==> src/rtl/cpu16ie_ram.sv <==
// ----------------------------------------------------------------------------
// cpu16ie_ram: generic simple dual-port RAM
// One write port and one read port; read data is registered and holds its
// value in cycles without a read.
// ----------------------------------------------------------------------------
module cpu16ie_ram #(
  parameter int unsigned WIDTH = 16,
  parameter int unsigned DEPTH = 256
) (
  input  logic                     clk,
  input  logic                     we,
  input  logic [$clog2(DEPTH)-1:0] waddr,
  input  logic [WIDTH-1:0]         wdata,
  input  logic                     re,
  input  logic [$clog2(DEPTH)-1:0] raddr,
  output logic [WIDTH-1:0]         rdata
);

  logic [WIDTH-1:0] mem_r [DEPTH];
  logic [WIDTH-1:0] rdata_r;

  // Write port.
  always_ff @(posedge clk) begin
    if (we) begin
      mem_r[waddr] <= wdata;
    end
  end

  // Registered read port; a read of the address being written returns old data.
  always_ff @(posedge clk) begin
    if (re) begin
      rdata_r <= mem_r[raddr];
    end
  end

  assign rdata = rdata_r;

endmodule

==> config.mk <==
export PLATFORM = sky130hd
export DESIGN_NAME = cpu16ie_ram
export DESIGN_NICKNAME = d
export VERILOG_FILES = /design/src/rtl/cpu16ie_ram.sv
export SDC_FILE = /design/constraint.sdc
export NUM_CORES = 2
export LEC_CHECK = 0
export ABC_AREA = 1
export BUFFER_PORTS_ARGS = -buffer_cell sky130_fd_sc_hd__buf_2
export CAP_MARGIN = 30
export CORE_ASPECT_RATIO = 2
export CORE_MARGIN = 1
export CORE_UTILIZATION = 40
export CTS_BUF_LIST = sky130_fd_sc_hd__clkbuf_2
export DETAILED_ROUTE_END_ITERATION = 8
export PLACE_DENSITY = 0.63
export SYNTH_ARGS = -nofsm -noshare
export SYNTH_HDL_FRONTEND = slang
export SYNTH_SLANG_ARGS = --single-unit
==> constraint.sdc <==
create_clock -name clk -period 3 [get_ports clk]
set_clock_uncertainty 0.05 [all_clocks]
set_input_delay 0.3 -clock clk [delete_from_list [all_inputs] [get_ports clk]]
set_output_delay 0.3 -clock clk [all_outputs]
set_load 0.02 [all_outputs]
==> run metrics <==
starting density of the core=40.1%; GRT overflow=0; Critical R2R Launch=mem_r[213][15]$_DFFE_PP_; Port-buffer cells=50; vias=115,000; GRT Util Overall=24.7%; H-tree levels=6; clock share of power=31.0%; Die Wd=457 µm; crit path max fanout=1; crit path to=rdata[14]; RSZ-0062 raised after global routing=yes; Worst VDD drop=0.329 mV; required time of the critical path=2650 ps; fmax=297 MHz; Adder-Cell Fraction of Synth Area=0%; flop2flop setup slack=250 ps; Max Used Layer=met5; first-pass detailed-route iteration total=8; Ys Warns=0; Hold Fails Final Rpt=0; part of the power in registers=60.5%; drc violations=0; CP Buf/Inv Count=1; CTS root buf=clkbuf_2; Syn Std Cell Area=0.166 mm²; Crit Path Category=register to output port; Max-slew headroom=24.6%; first-pass GRT wire length=758,000 µm; Util after Layout=45.5%; remaining antenna violation count after routing=0; Slew Viols, Final=0; violated checks=negative setup slack; cell count along the critical path=1; crit share post-route=112%; Max-cap violations=0; Simple-Gate Fraction of Synth Area=22.3%; crit start category=register; slew of the pin with the lowest slew margin=1130 ps; Critical Path Source=rdata[14]$_DFFE_PP_; clock sinks=4,112; main combinational cell family by area after synthesis=simple AND/OR/NAND/NOR gates; largest net degree at the start of global routing=156; Internal=77.0 mW; CTS Buffer Depth=4; initial antenna violation count=18; Critical-path top delay cell=edfxtp_1; vias in the first global route=115,000; switch share=26.4%; post-synthesis sequential area ratio=74.4%; CP peak stage delay=710 ps; Layout area overhead=13.3%; Post-Synthesis Cells=13,600; DR iter-0 viols=10,900; status=finished, violations left; P_leak=67.7 nW; die height=913 µm; M1 WL=172,000 µm; critical path, cell by cell=buf_6; Compound-Gate Fraction of Synth Area=0%; drt total wl=524,000 µm; Syn Area/Cell=12.2 µm²; fin area=0.188 mm²; post-synth cell types=14; post-route setup slack=-362 ps; HP Class=primary input to register; number of I/O pins=51; crit end category=output port; vias per cell=5.53; Core Footprint=0.413 mm²; Cell Rows=334; Reg clk slew, reported paths=140 ps; RR Endpoint=rdata[15]$_DFFE_PP_; final setup fails=14; nets@finish=14,800; multiplexer share of the synthesized area=0%; DIE AREA=0.417 mm²; xor/xnor cell area share of the yosys netlist=0%; gpl congestion=0.958; Arr. time, crit path=3010 ps; Synth Net Count=13,700; power per cell area=557 mW/mm²; Final min period=3360 ps; hold_ws=176 ps; per-cell routed wire length=25.2 µm; post-synthesis register bit count=4,112; Post-Place Cell Area=0.179 mm²; met2 WL=270,000 µm; worst r2r path cells=12; family with the most delay on the worst path=flip-flops; net switching power=27.7 mW; Logic pwr share=8.5%; CTS tree=yes; Worst-Skew Late Latency=2110 ps; share of cells above drive strength 1=15.6%; postcts setup bufs=0; TritonCTS buffer count=800; DP Wirelength=334,000 µm; WL met3=35,700 µm
[per-stage QoR]
step                setup slack, ps  power [mW]  setup TNS [ps]  instances
global placement               -521        73.1           -5040      19200
global route                   -478         108           -3480      20800
CTS                            -551         105           -8580      20800
floorplan                       810        68.6               0      13600
detailed placement             -564        73.2           -5040      19200
finish                         -362         105           -2840      20800
[layer usage]
metal  GRT usage [%]  vias up
li1                -    51400
met1            25.7    56700
met2            44.0     5277
met3            3.73     1489
met4            19.9        6
met5               0        -
[power groups by stage]
stage | logic, mW | registers, mW | clock network [mW]
after floorplan | 3.91 | 64.6 | 0
after global placement | 8.47 | 64.6 | 0
after detailed placement | 8.55 | 64.6 | 0
after CTS | 8.79 | 63.3 | 33.0
after global routing | 9.35 | 63.4 | 35.2
final | 8.89 | 63.3 | 32.4
[how the worst min path moves through the flow]
| stage | to | slack (ps) | cells past startpoint | from |
|---|---|---|---|---|
| after floorplan | mem_r[0][0]$_DFFE_PP_ | 350 | 0 | wdata[0] |
| after global placement | mem_r[244][9]$_DFFE_PP_ | 600 | 1 | wdata[9] |
| after detailed placement | mem_r[244][9]$_DFFE_PP_ | 600 | 1 | wdata[9] |
| after CTS | rdata[11]$_DFFE_PP_ | 20 | 12 | raddr[2] |
| after global routing | mem_r[103][9]$_DFFE_PP_ | 110 | 3 | wdata[9] |
| final | rdata[11]$_DFFE_PP_ | 180 | 12 | raddr[2] |
[kinds of logic (layout without fill, tap and decap cells)]
kind of cell / after synthesis / in the layout
buffers and inverters: 976 / 2755
DFF: 4112 / 4112
other: 0 / 16
and+or+nand+nor: 8529 / 8529
[state kept, by name (all words and copies together), names as in the netlist]
register	flops
mem_r	4096
rdata	16
[placed cells by master (no fill, tap or decap), types with 18 or more instances in the layout]
cell type and count:
nor2_1 277, buf_12 223, nand3_1 4035, buf_4 886, clkbuf_2 1117, nand2_1 4195, buf_8 19, clkinv_2 45
clkinv_1 227, buf_6 18, edfxtp_1 4112, inv_1 33, dlygate4sd3_1 108
[synth_stat cells]
library cell / instances / share of area, %
buf_6: 53 / 0.36
nor2_1: 283 / 0.64
buf_8: 1 / 0.0090
nand2_1: 4211 / 9.5
inv_4: 2 / 0.0075
nand3_1: 4035 / 12
inv_1: 35 / 0.079
inv_2: 2 / 0.0045
buf_12: 1 / 0.012
buf_1: 70 / 0.16
buf_4: 163 / 0.74
edfxtp_1: 4112 / 74
buf_2: 495 / 1.5
clkbuf_1: 154 / 0.35
[area by class of cell]
cell class              count  area (µm²)
fillers                 37200      225000
flip-flops and latches   4112      123000
multi-input cells        8529       37100
repair buffers           1281       13200
well taps                5376        6730
clock buffers            1117        5590
clock inverters           318        1640
inverters                  39         200
diodes                     16        40.0
[repair_timing]
action,in CTS,in global routing
hold buffers,125,0
gates resized for setup,32,4
setup endpoints to repair,16,155
hold endpoints to repair,8224,0
gates cloned,0,0
(Power assumes the default switching activity.)
